`config.mk`:
```
export PLATFORM = sky130hd
export DESIGN_NAME = set_assoc_cache_lru_read
export DESIGN_NICKNAME = d
export VERILOG_FILES = /design/src/rtl/salru_pkg.sv /design/src/rtl/set_assoc_cache_lru_read.sv /design/src/rtl/salru_backing_mem.sv /design/src/rtl/salru_set_store.sv /design/src/rtl/salru_lookup.sv
export SDC_FILE = /design/constraint.sdc
export NUM_CORES = 2
export LEC_CHECK = 0
export BUFFER_PORTS_ARGS = -buffer_cell sky130_fd_sc_hd__buf_2
export CAP_MARGIN = 10
export CORE_ASPECT_RATIO = 1.4
export CORE_MARGIN = 4
export CORE_UTILIZATION = 40
export DETAILED_ROUTE_END_ITERATION = 8
export SLEW_MARGIN = 20
export SYNTH_ARGS = -nofsm -noshare
export SYNTH_HDL_FRONTEND = slang
export SYNTH_MEMORY_MAX_BITS = 65536
export SYNTH_SLANG_ARGS = --single-unit
export TNS_END_PERCENT = 20
```
`constraint.sdc`:
```
create_clock -name clk -period 12.05 [get_ports clk]
set_input_delay 1.205 -clock clk [delete_from_list [all_inputs] [get_ports clk]]
set_output_delay 1.205 -clock clk [all_outputs]
set_load 0.1 [all_outputs]
```
`src/rtl/salru_pkg.sv`:
```
// shared types and constants of the set-associative lru read cache
package salru_pkg;

	localparam int ADDR_W      = 9;
	localparam int SIZE_W      = 2;
	localparam int WORD_W      = 32;
	localparam int LINE_W      = 64;
	localparam int OFFSET_W    = 3;
	localparam int BLOCK_NUM_W = ADDR_W - OFFSET_W;
	localparam int STAMP_W     = 32;
	localparam int MEM_IDX_W   = 7;
	localparam int BYTE_CNT_W  = 3;
	localparam int LINE_BYTES  = 8;

	typedef enum logic {
		CMD_ACCESS = 1'b0,
		CMD_LOAD   = 1'b1
	} command_t;

	typedef enum logic [SIZE_W-1:0] {
		SIZE_BYTE = 2'd0,
		SIZE_HALF = 2'd1,
		SIZE_WORD = 2'd2
	} access_size_t;

	typedef struct packed {
		logic hit;
		logic cross_error;
	} lookup_status_t;

endpackage

```
`src/rtl/set_assoc_cache_lru_read.sv`:
```
// top level of the set-associative read cache with lru replacement
// flow: an accepted access reads its set row and both fill words into registers (stage one); compare,
//   fill and stamp write-back then load the result register once a stalled response no longer holds it
// requests: none is taken while an access waits in stage one (row read-modify-write); one load per cycle otherwise
// reset: clears valid bits, the access clock and both handshakes at once; the row memory
//   and the backing memory hold no reset and need no clearing pass
module set_assoc_cache_lru_read import salru_pkg::*; #(
	parameter int WAYS         = 2,
	parameter int TOTAL_BLOCKS = 4,
	parameter int MEMORY_WORDS = 128
) (
	input  logic                clk,
	input  logic                arst_n,
	// request channel
	input  logic                req_valid,
	output logic                req_stall,
	input  logic                command,
	input  logic [ADDR_W-1:0]   byte_address,
	input  logic [SIZE_W-1:0]   access_size,
	input  logic [MEM_IDX_W-1:0] mem_word_index,
	input  logic [WORD_W-1:0]   mem_word_value,
	// response channel
	output logic                rsp_valid,
	input  logic                rsp_stall,
	output logic [WORD_W-1:0]   read_data,
	output logic                hit,
	output logic                cross_error
);

	// geometry
	localparam int NUM_SETS  = TOTAL_BLOCKS / WAYS;
	localparam int SET_W     = (NUM_SETS > 1) ? $clog2(NUM_SETS) : 1;
	localparam int WAY_W     = (WAYS > 1) ? $clog2(WAYS) : 1;
	localparam int MAX_TAG   = ((1 << BLOCK_NUM_W) - 1) / NUM_SETS;
	localparam int TAG_W     = (MAX_TAG > 0) ? $clog2(MAX_TAG + 1) : 1;
	localparam int ROW_W     = WAYS * (TAG_W + STAMP_W + LINE_W);
	localparam int NUM_BLOCK = 1 << BLOCK_NUM_W;
	localparam int NUM_IDX   = 1 << MEM_IDX_W;
	// only word indices below 128 are ever reachable
	localparam int MEM_DEPTH = (MEMORY_WORDS < NUM_IDX) ? MEMORY_WORDS : NUM_IDX;
	localparam int MEM_AW    = $clog2(MEM_DEPTH);

	typedef logic [NUM_BLOCK-1:0][SET_W-1:0]  set_tbl_t;
	typedef logic [NUM_BLOCK-1:0][TAG_W-1:0]  tag_tbl_t;
	typedef logic [NUM_IDX-1:0][MEM_AW-1:0]   mem_tbl_t;

	// block number to set and tag, word index wrap; all built at elaboration
	function automatic set_tbl_t build_set_tbl();
		set_tbl_t t;
		for (int b = 0; b < NUM_BLOCK; b++) begin
			t[b] = SET_W'(b % NUM_SETS);
		end
		return t;
	endfunction

	function automatic tag_tbl_t build_tag_tbl();
		tag_tbl_t t;
		for (int b = 0; b < NUM_BLOCK; b++) begin
			t[b] = TAG_W'(b / NUM_SETS);
		end
		return t;
	endfunction

	function automatic mem_tbl_t build_mem_tbl();
		mem_tbl_t t;
		for (int i = 0; i < NUM_IDX; i++) begin
			t[i] = MEM_AW'(i % MEM_DEPTH);
		end
		return t;
	endfunction

	localparam set_tbl_t SET_TBL = build_set_tbl();
	localparam tag_tbl_t TAG_TBL = build_tag_tbl();
	localparam mem_tbl_t MEM_TBL = build_mem_tbl();

	// request decode
	logic                   req_accept;
	logic                   acc_accept;
	logic                   load_accept;
	logic [BLOCK_NUM_W-1:0] req_block;

	// stage one: access waiting on its row read
	logic                   acc_valid_s1;
	logic [TAG_W-1:0]       tag_s1;
	logic [SET_W-1:0]       set_s1;
	logic [OFFSET_W-1:0]    offset_s1;
	logic [SIZE_W-1:0]      size_s1;
	logic [STAMP_W-1:0]     stamp_s1;
	logic                   s1_fire;

	logic [STAMP_W-1:0]     clock_q;

	// memory data
	logic [WORD_W-1:0]      fill_lo;
	logic [WORD_W-1:0]      fill_hi;
	logic [ROW_W-1:0]       row_rd;
	logic [WAYS-1:0]        valid_rd;
	logic [ROW_W-1:0]       row_wr;
	logic [WAY_W-1:0]       slot;
	lookup_status_t         status;
	logic [WORD_W-1:0]      look_data;

	// result register
	logic                   rsp_valid_q;
	logic [WORD_W-1:0]      read_data_q;
	logic                   hit_q;
	logic                   cross_error_q;
	logic                   rsp_free;

	assign req_accept  = req_valid && !req_stall;
	assign acc_accept  = req_accept && (command == CMD_ACCESS);
	assign load_accept = req_accept && (command == CMD_LOAD);
	assign req_block   = byte_address[ADDR_W-1:OFFSET_W];

	// one access at a time in the row read-modify-write; the result register
	// decouples the response side, so a stalled response only holds stage one
	assign req_stall = acc_valid_s1;
	assign rsp_free  = !rsp_valid_q || !rsp_stall;
	assign s1_fire   = acc_valid_s1 && rsp_free;

	salru_backing_mem #(
		.DEPTH (MEM_DEPTH),
		.AW    (MEM_AW)
	) u_backing_mem (
		.clk      (clk),
		.wr_en    (load_accept),
		.wr_addr  (MEM_TBL[mem_word_index]),
		.wr_data  (mem_word_value),
		.rd_en    (acc_accept),
		.rd_addr0 (MEM_TBL[{req_block, 1'b0}]),
		.rd_addr1 (MEM_TBL[{req_block, 1'b1}]),
		.rd_data0 (fill_lo),
		.rd_data1 (fill_hi)
	);

	salru_set_store #(
		.NUM_SETS (NUM_SETS),
		.WAYS     (WAYS),
		.SET_W    (SET_W),
		.WAY_W    (WAY_W),
		.ROW_W    (ROW_W)
	) u_set_store (
		.clk      (clk),
		.arst_n   (arst_n),
		.rd_en    (acc_accept),
		.rd_set   (SET_TBL[req_block]),
		.rd_row   (row_rd),
		.rd_valid (valid_rd),
		.wr_en    (s1_fire),
		.wr_set   (set_s1),
		.wr_way   (slot),
		.wr_row   (row_wr)
	);

	salru_lookup #(
		.WAYS  (WAYS),
		.TAG_W (TAG_W),
		.WAY_W (WAY_W),
		.ROW_W (ROW_W)
	) u_lookup (
		.row_rd    (row_rd),
		.valid     (valid_rd),
		.tag       (tag_s1),
		.offset    (offset_s1),
		.size      (size_s1),
		.fill      ({fill_hi, fill_lo}),
		.stamp     (stamp_s1),
		.row_wr    (row_wr),
		.slot      (slot),
		.status    (status),
		.read_data (look_data)
	);

	// control state
	always_ff @(posedge clk or negedge arst_n) begin
		if (!arst_n) begin
			acc_valid_s1 <= 1'b0;
			clock_q      <= '0;
			rsp_valid_q  <= 1'b0;
		end else begin
			if (acc_accept) begin
				acc_valid_s1 <= 1'b1;
				clock_q      <= clock_q + STAMP_W'(1);
			end else if (s1_fire) begin
				acc_valid_s1 <= 1'b0;
			end
			if (s1_fire) begin
				rsp_valid_q <= 1'b1;
			end else if (rsp_valid_q && !rsp_stall) begin
				rsp_valid_q <= 1'b0;
			end
		end
	end

	// stage one payload; stamp is the advanced access clock
	always_ff @(posedge clk) begin
		if (acc_accept) begin
			tag_s1    <= TAG_TBL[req_block];
			set_s1    <= SET_TBL[req_block];
			offset_s1 <= byte_address[OFFSET_W-1:0];
			size_s1   <= access_size;
			stamp_s1  <= clock_q + STAMP_W'(1);
		end
	end

	// result payload
	always_ff @(posedge clk) begin
		if (s1_fire) begin
			read_data_q   <= look_data;
			hit_q         <= status.hit;
			cross_error_q <= status.cross_error;
		end
	end

	assign rsp_valid   = rsp_valid_q;
	assign read_data   = read_data_q;
	assign hit         = hit_q;
	assign cross_error = cross_error_q;

endmodule

```
`src/rtl/salru_backing_mem.sv`:
```
// backing word memory: one write port, two registered read ports
module salru_backing_mem import salru_pkg::*; #(
	parameter int DEPTH = 128,
	parameter int AW    = 7
) (
	input  logic              clk,
	input  logic              wr_en,
	input  logic [AW-1:0]     wr_addr,
	input  logic [WORD_W-1:0] wr_data,
	input  logic              rd_en,
	input  logic [AW-1:0]     rd_addr0,
	input  logic [AW-1:0]     rd_addr1,
	output logic [WORD_W-1:0] rd_data0,
	output logic [WORD_W-1:0] rd_data1
);

	logic [WORD_W-1:0] mem [DEPTH];

	always_ff @(posedge clk) begin
		if (wr_en) begin
			mem[wr_addr] <= wr_data;
		end
	end

	always_ff @(posedge clk) begin
		if (rd_en) begin
			rd_data0 <= mem[rd_addr0];
			rd_data1 <= mem[rd_addr1];
		end
	end

endmodule

```
`src/rtl/salru_set_store.sv`:
```
// per-set row memory (tags, stamps, lines) plus valid flops
module salru_set_store import salru_pkg::*; #(
	parameter int NUM_SETS = 2,
	parameter int WAYS     = 2,
	parameter int SET_W    = 1,
	parameter int WAY_W    = 1,
	parameter int ROW_W    = 202
) (
	input  logic             clk,
	input  logic             arst_n,
	input  logic             rd_en,
	input  logic [SET_W-1:0] rd_set,
	output logic [ROW_W-1:0] rd_row,
	output logic [WAYS-1:0]  rd_valid,
	input  logic             wr_en,
	input  logic [SET_W-1:0] wr_set,
	input  logic [WAY_W-1:0] wr_way,
	input  logic [ROW_W-1:0] wr_row
);

	logic [ROW_W-1:0] mem [NUM_SETS];
	logic [NUM_SETS-1:0][WAYS-1:0] valid_q;

	always_ff @(posedge clk) begin
		if (wr_en) begin
			mem[wr_set] <= wr_row;
		end
		if (rd_en) begin
			rd_row   <= mem[rd_set];
			rd_valid <= valid_q[rd_set];
		end
	end

	always_ff @(posedge clk or negedge arst_n) begin
		if (!arst_n) begin
			valid_q <= '0;
		end else if (wr_en) begin
			valid_q[wr_set][wr_way] <= 1'b1;
		end
	end

endmodule

```
`src/rtl/salru_lookup.sv`:
```
// tag compare, victim choice, row update and byte extraction
module salru_lookup import salru_pkg::*; #(
	parameter int WAYS  = 2,
	parameter int TAG_W = 5,
	parameter int WAY_W = 1,
	parameter int ROW_W = 202
) (
	input  logic [ROW_W-1:0]    row_rd,
	input  logic [WAYS-1:0]     valid,
	input  logic [TAG_W-1:0]    tag,
	input  logic [OFFSET_W-1:0] offset,
	input  logic [SIZE_W-1:0]   size,
	input  logic [LINE_W-1:0]   fill,
	input  logic [STAMP_W-1:0]  stamp,
	output logic [ROW_W-1:0]    row_wr,
	output logic [WAY_W-1:0]    slot,
	output lookup_status_t      status,
	output logic [WORD_W-1:0]   read_data
);

	typedef struct packed {
		logic [WAYS-1:0][TAG_W-1:0]   tags;
		logic [WAYS-1:0][STAMP_W-1:0] stamps;
		logic [WAYS-1:0][LINE_W-1:0]  lines;
	} row_t;

	row_t                row_in;
	row_t                row_out;
	logic                hit_found;
	logic [WAY_W-1:0]    hit_way;
	logic                inv_found;
	logic [WAY_W-1:0]    inv_way;
	logic [WAY_W-1:0]    lru_way;
	logic [STAMP_W-1:0]  best;
	logic [WAY_W-1:0]    slot_way;
	logic [LINE_W-1:0]   line;
	logic [LINE_W-1:0]   shifted;
	logic [BYTE_CNT_W-1:0] nbytes;
	logic [OFFSET_W:0]   end_pos;
	logic                crosses;
	logic [WORD_W-1:0]   picked;

	always_comb begin
		row_in = row_t'(row_rd);

		// lowest matching way
		hit_found = 1'b0;
		hit_way   = '0;
		for (int w = WAYS - 1; w >= 0; w--) begin
			if (valid[w] && row_in.tags[w] == tag) begin
				hit_found = 1'b1;
				hit_way   = WAY_W'(w);
			end
		end

		// highest invalid way
		inv_found = 1'b0;
		inv_way   = '0;
		for (int w = 0; w < WAYS; w++) begin
			if (!valid[w]) begin
				inv_found = 1'b1;
				inv_way   = WAY_W'(w);
			end
		end

		// oldest stamp, last way wins ties
		best    = row_in.stamps[0];
		lru_way = '0;
		for (int w = 0; w < WAYS; w++) begin
			if (row_in.stamps[w] <= best) begin
				best    = row_in.stamps[w];
				lru_way = WAY_W'(w);
			end
		end

		slot_way = hit_found ? hit_way : (inv_found ? inv_way : lru_way);
		line     = hit_found ? row_in.lines[hit_way] : fill;

		row_out = row_in;
		row_out.stamps[slot_way] = stamp;
		if (!hit_found) begin
			row_out.tags[slot_way]  = tag;
			row_out.lines[slot_way] = fill;
		end

		shifted = line >> {offset, 3'b000};
		case (size)
			SIZE_BYTE: begin
				nbytes = BYTE_CNT_W'(1);
				picked = {24'd0, shifted[7:0]};
			end
			SIZE_HALF: begin
				nbytes = BYTE_CNT_W'(2);
				picked = {16'd0, shifted[15:0]};
			end
			default: begin
				nbytes = BYTE_CNT_W'(4);
				picked = shifted[WORD_W-1:0];
			end
		endcase
		end_pos = {1'b0, offset} + {1'b0, nbytes};
		crosses = end_pos > (OFFSET_W + 1)'(LINE_BYTES);
	end

	assign row_wr             = row_out;
	assign slot               = slot_way;
	assign status.hit         = hit_found;
	assign status.cross_error = crosses;
	assign read_data          = crosses ? '0 : picked;

endmodule

```
## After elaboration in Yosys (flattened, before gate mapping)

Memory sizes are Yosys's and may differ from the RTL's. A register that Yosys moved wholly into a read port is not among the register bits.
Index checks and enable logic that the tools add are counted.

- Memories: 7
- Bits in registers: 112
- Output and inout port bits: 36
- Bits of input ports: 55
- ROM bits: 2176
- Bits in writable memories: 4500
- Word-level logic and storage cells: 99

- Equal/unequal tests: 3
- Shift-type cells: 1
- Magnitude comparators: 12
- Reduce and logical (&&, ||, !) cells: 16
- Add/sub/neg operators: 2
- Mux-type cells: 43
- Bitwise operators: 2

Memory list:

| memory | depth | bits a word | read ports | clocked after memory_dff | write ports | line | source |
|---|---|---|---|---|---|---|---|
| u_backing_mem.mem | 128 | 32 | 2 | 2 | 1 | salru_backing_mem.sv:17 | `logic [WORD_W-1:0] mem [DEPTH];` |
| (name not given) | 128 | 7 | 1 | 0 | 0 | set_assoc_cache_lru_read.sv:127 | `.wr_addr (MEM_TBL[mem_word_index]),` |
| (name not given) | 64 | 7 | 1 | 0 | 0 | set_assoc_cache_lru_read.sv:131 | `.rd_addr1 (MEM_TBL[{req_block, 1'b1}]),` |
| (name not given) | 64 | 7 | 1 | 0 | 0 | set_assoc_cache_lru_read.sv:130 | `.rd_addr0 (MEM_TBL[{req_block, 1'b0}]),` |
| u_set_store.mem | 2 | 202 | 1 | 1 | 1 | salru_set_store.sv:21 | `logic [ROW_W-1:0] mem [NUM_SETS];` |
| (name not given) | 64 | 5 | 1 | 1 | 0 | set_assoc_cache_lru_read.sv:198 | `tag_s1 <= TAG_TBL[req_block];` |
| 1 more memories | - | - | - | - | - | - |  |

Operator list:

| cell | number |
|---|---|
| $mux 64 | 4 |
| $bwmux 128 | 1 |
| $mux 128 | 1 |
| $bwmux 64 | 1 |
| $demux 64 s1 | 1 |
| $pmux 32 s2 | 1 |
| $shr 64x6->32 | 1 |
| $add 32x1->32 const B | 1 |
| $demux 32 s1 | 1 |
| $le 32x32->1 | 1 |
| $mux 32 | 1 |
| $lt 7x8->1 const B | 3 |
| $mux 7 | 3 |
| $mux 1 | 19 |
| $bwmux 10 | 1 |
| $eq 5x5->1 | 2 |
| $mux 10 | 1 |
| $logic_and 1x1->1 | 9 |
| $lt 1x2->1 const B | 4 |
| $lt 6x7->1 const B | 1 |
| $mux 2 | 3 |
| $pmux 3 s2 | 1 |
| $demux 5 s1 | 1 |
| $mux 5 | 1 |
| other kinds (12) | 16 |

## Logic depth before layout (Yosys ltp)

- Word-level depth: 12
- Mapped depth: 13
- Depth with buffers taken out: 11

## Modules after synthesis

From an unflattened synthesis, not the netlist that was laid out.

- Cells, all modules: 9752
- Area, all modules: 221939.1 µm²

By module, submodules not included:

| module | area each (µm²) | cells each | times used | sequential area each (µm²) |
|---|---|---|---|---|
| salru_backing_mem | 189406.7 | 7701 | 1 | 124919.8 |
| salru_set_store | 21535.7 | 846 | 1 | 18357.6 |
| salru_lookup | 6575.1 | 903 | 1 | 0.0 |
| set_assoc_cache_lru_read | 4421.7 | 302 | 1 | 3163.0 |

## Worst setup path before layout

OpenSTA, ideal clock, no wires.

- Kind: input to register
- From: in rsp_stall
- To: mem u_set_store.mem[0][0] (enable)
- Arrival time: 11179 ps
- Required time: 11257 ps
- Stages on the path: 3
- Setup slack: 77 ps
- Path buffers: 0
- Path through: nand2_1 and2_1 nor2b_1

- Longest elaborated chain between the ends: 5

Ends and longest elaborated chain:

| what | line | source |
|---|---|---|
| start, declared | set_assoc_cache_lru_read.sv:24 | `input logic rsp_stall,` |
| $logic_not 1->1 | set_assoc_cache_lru_read.sv:118 | `assign rsp_free = !rsp_valid_q \|\| !rsp_stall;` |
| $logic_or 1x1->1 | set_assoc_cache_lru_read.sv:118 |  |
| $logic_and 1x1->1 | set_assoc_cache_lru_read.sv:119 | `assign s1_fire = acc_valid_s1 && rsp_free;` |
| via s1_fire | set_assoc_cache_lru_read.sv:89 | `logic s1_fire;` |
| $mux 1 | salru_set_store.sv:25 | `if (wr_en) begin` |
| $mux 1 (implied by the code) | salru_set_store.sv:26 | `mem[wr_set] <= wr_row;` |
| end, declared | salru_set_store.sv:21 |  |

The timed path passes the listed nets, and every way through them passes these cells.

## Worst setup path after layout

- From: in byte_address[3]
- To: reg u_backing_mem.rd_data0[11], read port of u_backing_mem.mem, data pin

- Longest elaborated chain between the ends: 2

Ends and longest elaborated chain:

| what | line | source |
|---|---|---|
| start, declared | set_assoc_cache_lru_read.sv:18 | `input logic [ADDR_W-1:0] byte_address,` |
| $mem_v2 64x7 | - |  |
| $mux 7 (implied by the code) | set_assoc_cache_lru_read.sv:130 |  |
| end, declared | salru_backing_mem.sv:13 | `output logic [WORD_W-1:0] rd_data0,` |

Every way passes these cells. The select of a mux whose other input is x is not followed.
A chain may end at the register's enable or synchronous reset.

==> results.cfg <==
[worst_hold_path]
min-delay-path-class = input port to async pin

[floorplanning]
die_area_mm2 = 0.482
rows = 298
ioPinCount = 91
core_area_mm2 = 0.470
fp.dieW_um = 588
die_y_um = 820
start_util_pct = 40.1

[clocking]
cts.path.max_buffers = 4
post-cts-setup-buffer-count = 0
cts_tree = built
clkSlewWorstSetupHoldPaths_ps = 60
cts-resized-gates = 0
clkLatencyLatePin_ps = 1000
hold_buffers = 0
clock-sinks = 4883
ctsHtreeMaxLevel = 5
root_buffer = clkbuf_16
cts-buffers-inserted = 435

[detailed_routing]
wire_per_inst_um = 33.9
totalWireLength_um = 503000
ant_nets = 0
drt_iter0_drc = 10700
viasPerCell = 5.93
drt_first_pass_iters = 5
num_vias = 87900
drc = 0

[critical_path]
startpoint_type = input port
timing.critical_path.max_delay_family = multiplexers
slowest_delay_ps = 720
reg2reg_depth = 9
crit_type = input port to flip-flop
required_ps = 12700
path_max_fanout = 111
critPathArrivalTime_ps = 5180
regToRegEndpoint = u_set_store.mem[0][20]$_DFFE_PP_
rr_startpoint = u_set_store.rd_row[174]$_DFFE_PP_
crit_path_end_kind = flip-flop
slowest_stage = buf_12
r2r_slack_ps = 7570
cp_num_buf_inv = 3
crit_chain = buf_12 -> buf_12 -> buf_12 -> mux4_2 -> mux4_2 -> mux4_2

[placed_design]
dp.cells = 14000
gp_congestion = 0.814
portBuffers = 90
place_hpwl_um = 266000
pre_cts_ws_ps = 6490
place_area_mm2 = 0.198

[layout]
fin_nets = 8405
area_growth_pct = 12.3
final_common_cell = edfxtp_1
final_area_mm2 = 0.212
final_layout_size_suffix_gt1_share_pct = 32.1
final_cell_mix = 4845 x edfxtp_1, 1344 x mux4_2, 442 x clkbuf_16, 357 x mux2_2, 251 x buf_4
fin_cells = 14800
nFillCells = 38700
post-route-util_pct = 45.0

[yosys]
synth_area_leaders = edfxtp_1 77%, mux4_2 16%, mux2_2 2.1%
synth_edf_count = 4845
synth_warnings = 0
ys_ff_latch = 4883
yosysTopAreaCellShare_pct = 77.2
syn_inst = 7954
ys_types = 55
synthFlopType = edfxtp_1
syn-cell-area_mm2 = 0.188
syn_avg_cell_area_um2 = 23.7
syn_nets = 8046
synth_top_area_cell = edfxtp_1
yosysSeqAreaShare_pct = 77.7
synthArstFlopShare_pct = 0.778

[sta]
fin_crit_sh_pct = 37.5
grt_setup_unrepaired = no
tightest_slew_ps = 1160
maxSlewViolCount = 0
min_period_ps = 4520
hold_violations = 0
tns_ps = 0
max_freq_mhz = 221
maxSlewHeadroom_pct = 22.3
final-setup-viol-count = 0
setup_ws_ps = 7530
finClkSkew_ps = 63.7

[power]
leakage_nw = 64.8
power_density_mw_per_mm2 = 162
peakVddDrop_uv = 131

[global_route]
grt_pass1_vias = 90200
gr-total-overflow = 0
busiest_layer = met2
grt_max_degree = 154
grt_usage_pct = 20.5
antenna_found_initial = 63
grt_pass1_wl_um = 703000
grtUsageMet1_pct = 26.7
use_met2_pct = 35.3
use_met3_pct = 3.62

[run_status]
status = completed

[run]
cap_violations = 0
==> state kept, by name, indices dropped and copies added, names as in the netlist, 5 cells and up <==
register,count
clock_q,32
read_data,32
stamp_s1,32
tag_s1,5
u_backing_mem.mem,4096
u_backing_mem.rd_data0,32
u_backing_mem.rd_data1,32
u_set_store.mem,404
u_set_store.rd_row,202
==> layer usage <==
layer | vias to the layer above | share of wire, %
met5 | - | 0.065
met4 | 46 | 3.0
met3 | 814 | 7.7
met2 | 3796 | 51
met1 | 48500 | 38
li1 | 34700 | -
==> metrics by stage <==
stage | total power, W | hold slack (ps)
floorplan | 0.0205 | 422
global placement | 0.0212 | 433
detailed placement | 0.0212 | 449
CTS | 0.0346 | 340
global route | 0.0354 | 364
finish | 0.0343 | 382
==> synthesized netlist by cell type (6+ instances only) <==
cell type,n
a2111oi_0,8
a211oi_1,12
a21oi_1,76
a221oi_1,8
a22o_1,7
a22oi_1,24
a311oi_1,7
a31oi_1,33
and3_1,6
buf_1,61
buf_2,88
buf_4,21
clkbuf_1,232
dfrtp_1,38
edfxtp_1,4845
ha_1,36
inv_1,44
mux2_1,64
mux2_2,357
mux2i_1,25
mux4_2,1344
nand2_1,115
nand3_1,30
nand4_1,42
nor2_1,206
nor2b_1,18
nor3_1,32
nor4_1,6
o211ai_1,9
o21ai_0,29
o21ai_1,6
o221ai_1,9
o22ai_1,8
xnor2_1,40
xor2_1,32
==> worst max path at each step <==
stage | cells past startpoint | slack, ps | from | to
final | 6 | 7530 | byte_address[3] | u_backing_mem.rd_data0[11]$_DFFE_PP_
after floorplan | 3 | 80 | rsp_stall | u_set_store.mem[0][0]$_DFFE_PP_
after CTS | 9 | 7470 | u_set_store.rd_row[174]$_DFFE_PP_ | u_set_store.mem[1][22]$_DFFE_PP_
after global placement | 6 | 6490 | byte_address[3] | u_backing_mem.rd_data0[9]$_DFFE_PP_
after global routing | 6 | 7320 | byte_address[3] | u_backing_mem.rd_data0[11]$_DFFE_PP_
after detailed placement | 6 | 6490 | byte_address[3] | u_backing_mem.rd_data0[9]$_DFFE_PP_
==> logic make-up (layout without fill, tap and decap cells) <==
kind of cell | after synthesis | after routing | synth area share (%)
muxes | 1790 | 1790 | 18.7
and+or+nand+nor | 472 | 472 | 1.11
other | 0 | 19 | 0
AOI/OAI and AO/OA | 250 | 250 | 0.857
xor gates and xnor gates | 72 | 72 | 0.335
DFF | 4883 | 4883 | 77.7
adders and majority gates | 37 | 37 | 0.250
buffers and inverters | 450 | 1159 | 1.01
==> layout make-up <==
cell class | instances | area [um2] | area share, %
Inverter | 44 | 180 | 0.0852
Clock buffer | 533 | 11400 | 5.40
Sequential cell | 4883 | 146000 | 69.2
Antenna cell | 19 | 47.5 | 0.0225
Clock inverter | 254 | 2070 | 0.980
Tap cell | 6150 | 7690 | 3.64
Multi-Input combinational cell | 2621 | 41100 | 19.4
Timing Repair Buffer | 328 | 2620 | 1.24
==> where the power goes <==
part	internal, W	total (W)	switching [W]	leakage, nW
Clock	0.00735	0.0135	0.00612	6.59
Combinational	0.000713	0.00185	0.00113	14.0
Sequential	0.0189	0.0190	0.000109	44.2
Power figures use the tool's default switching activity.
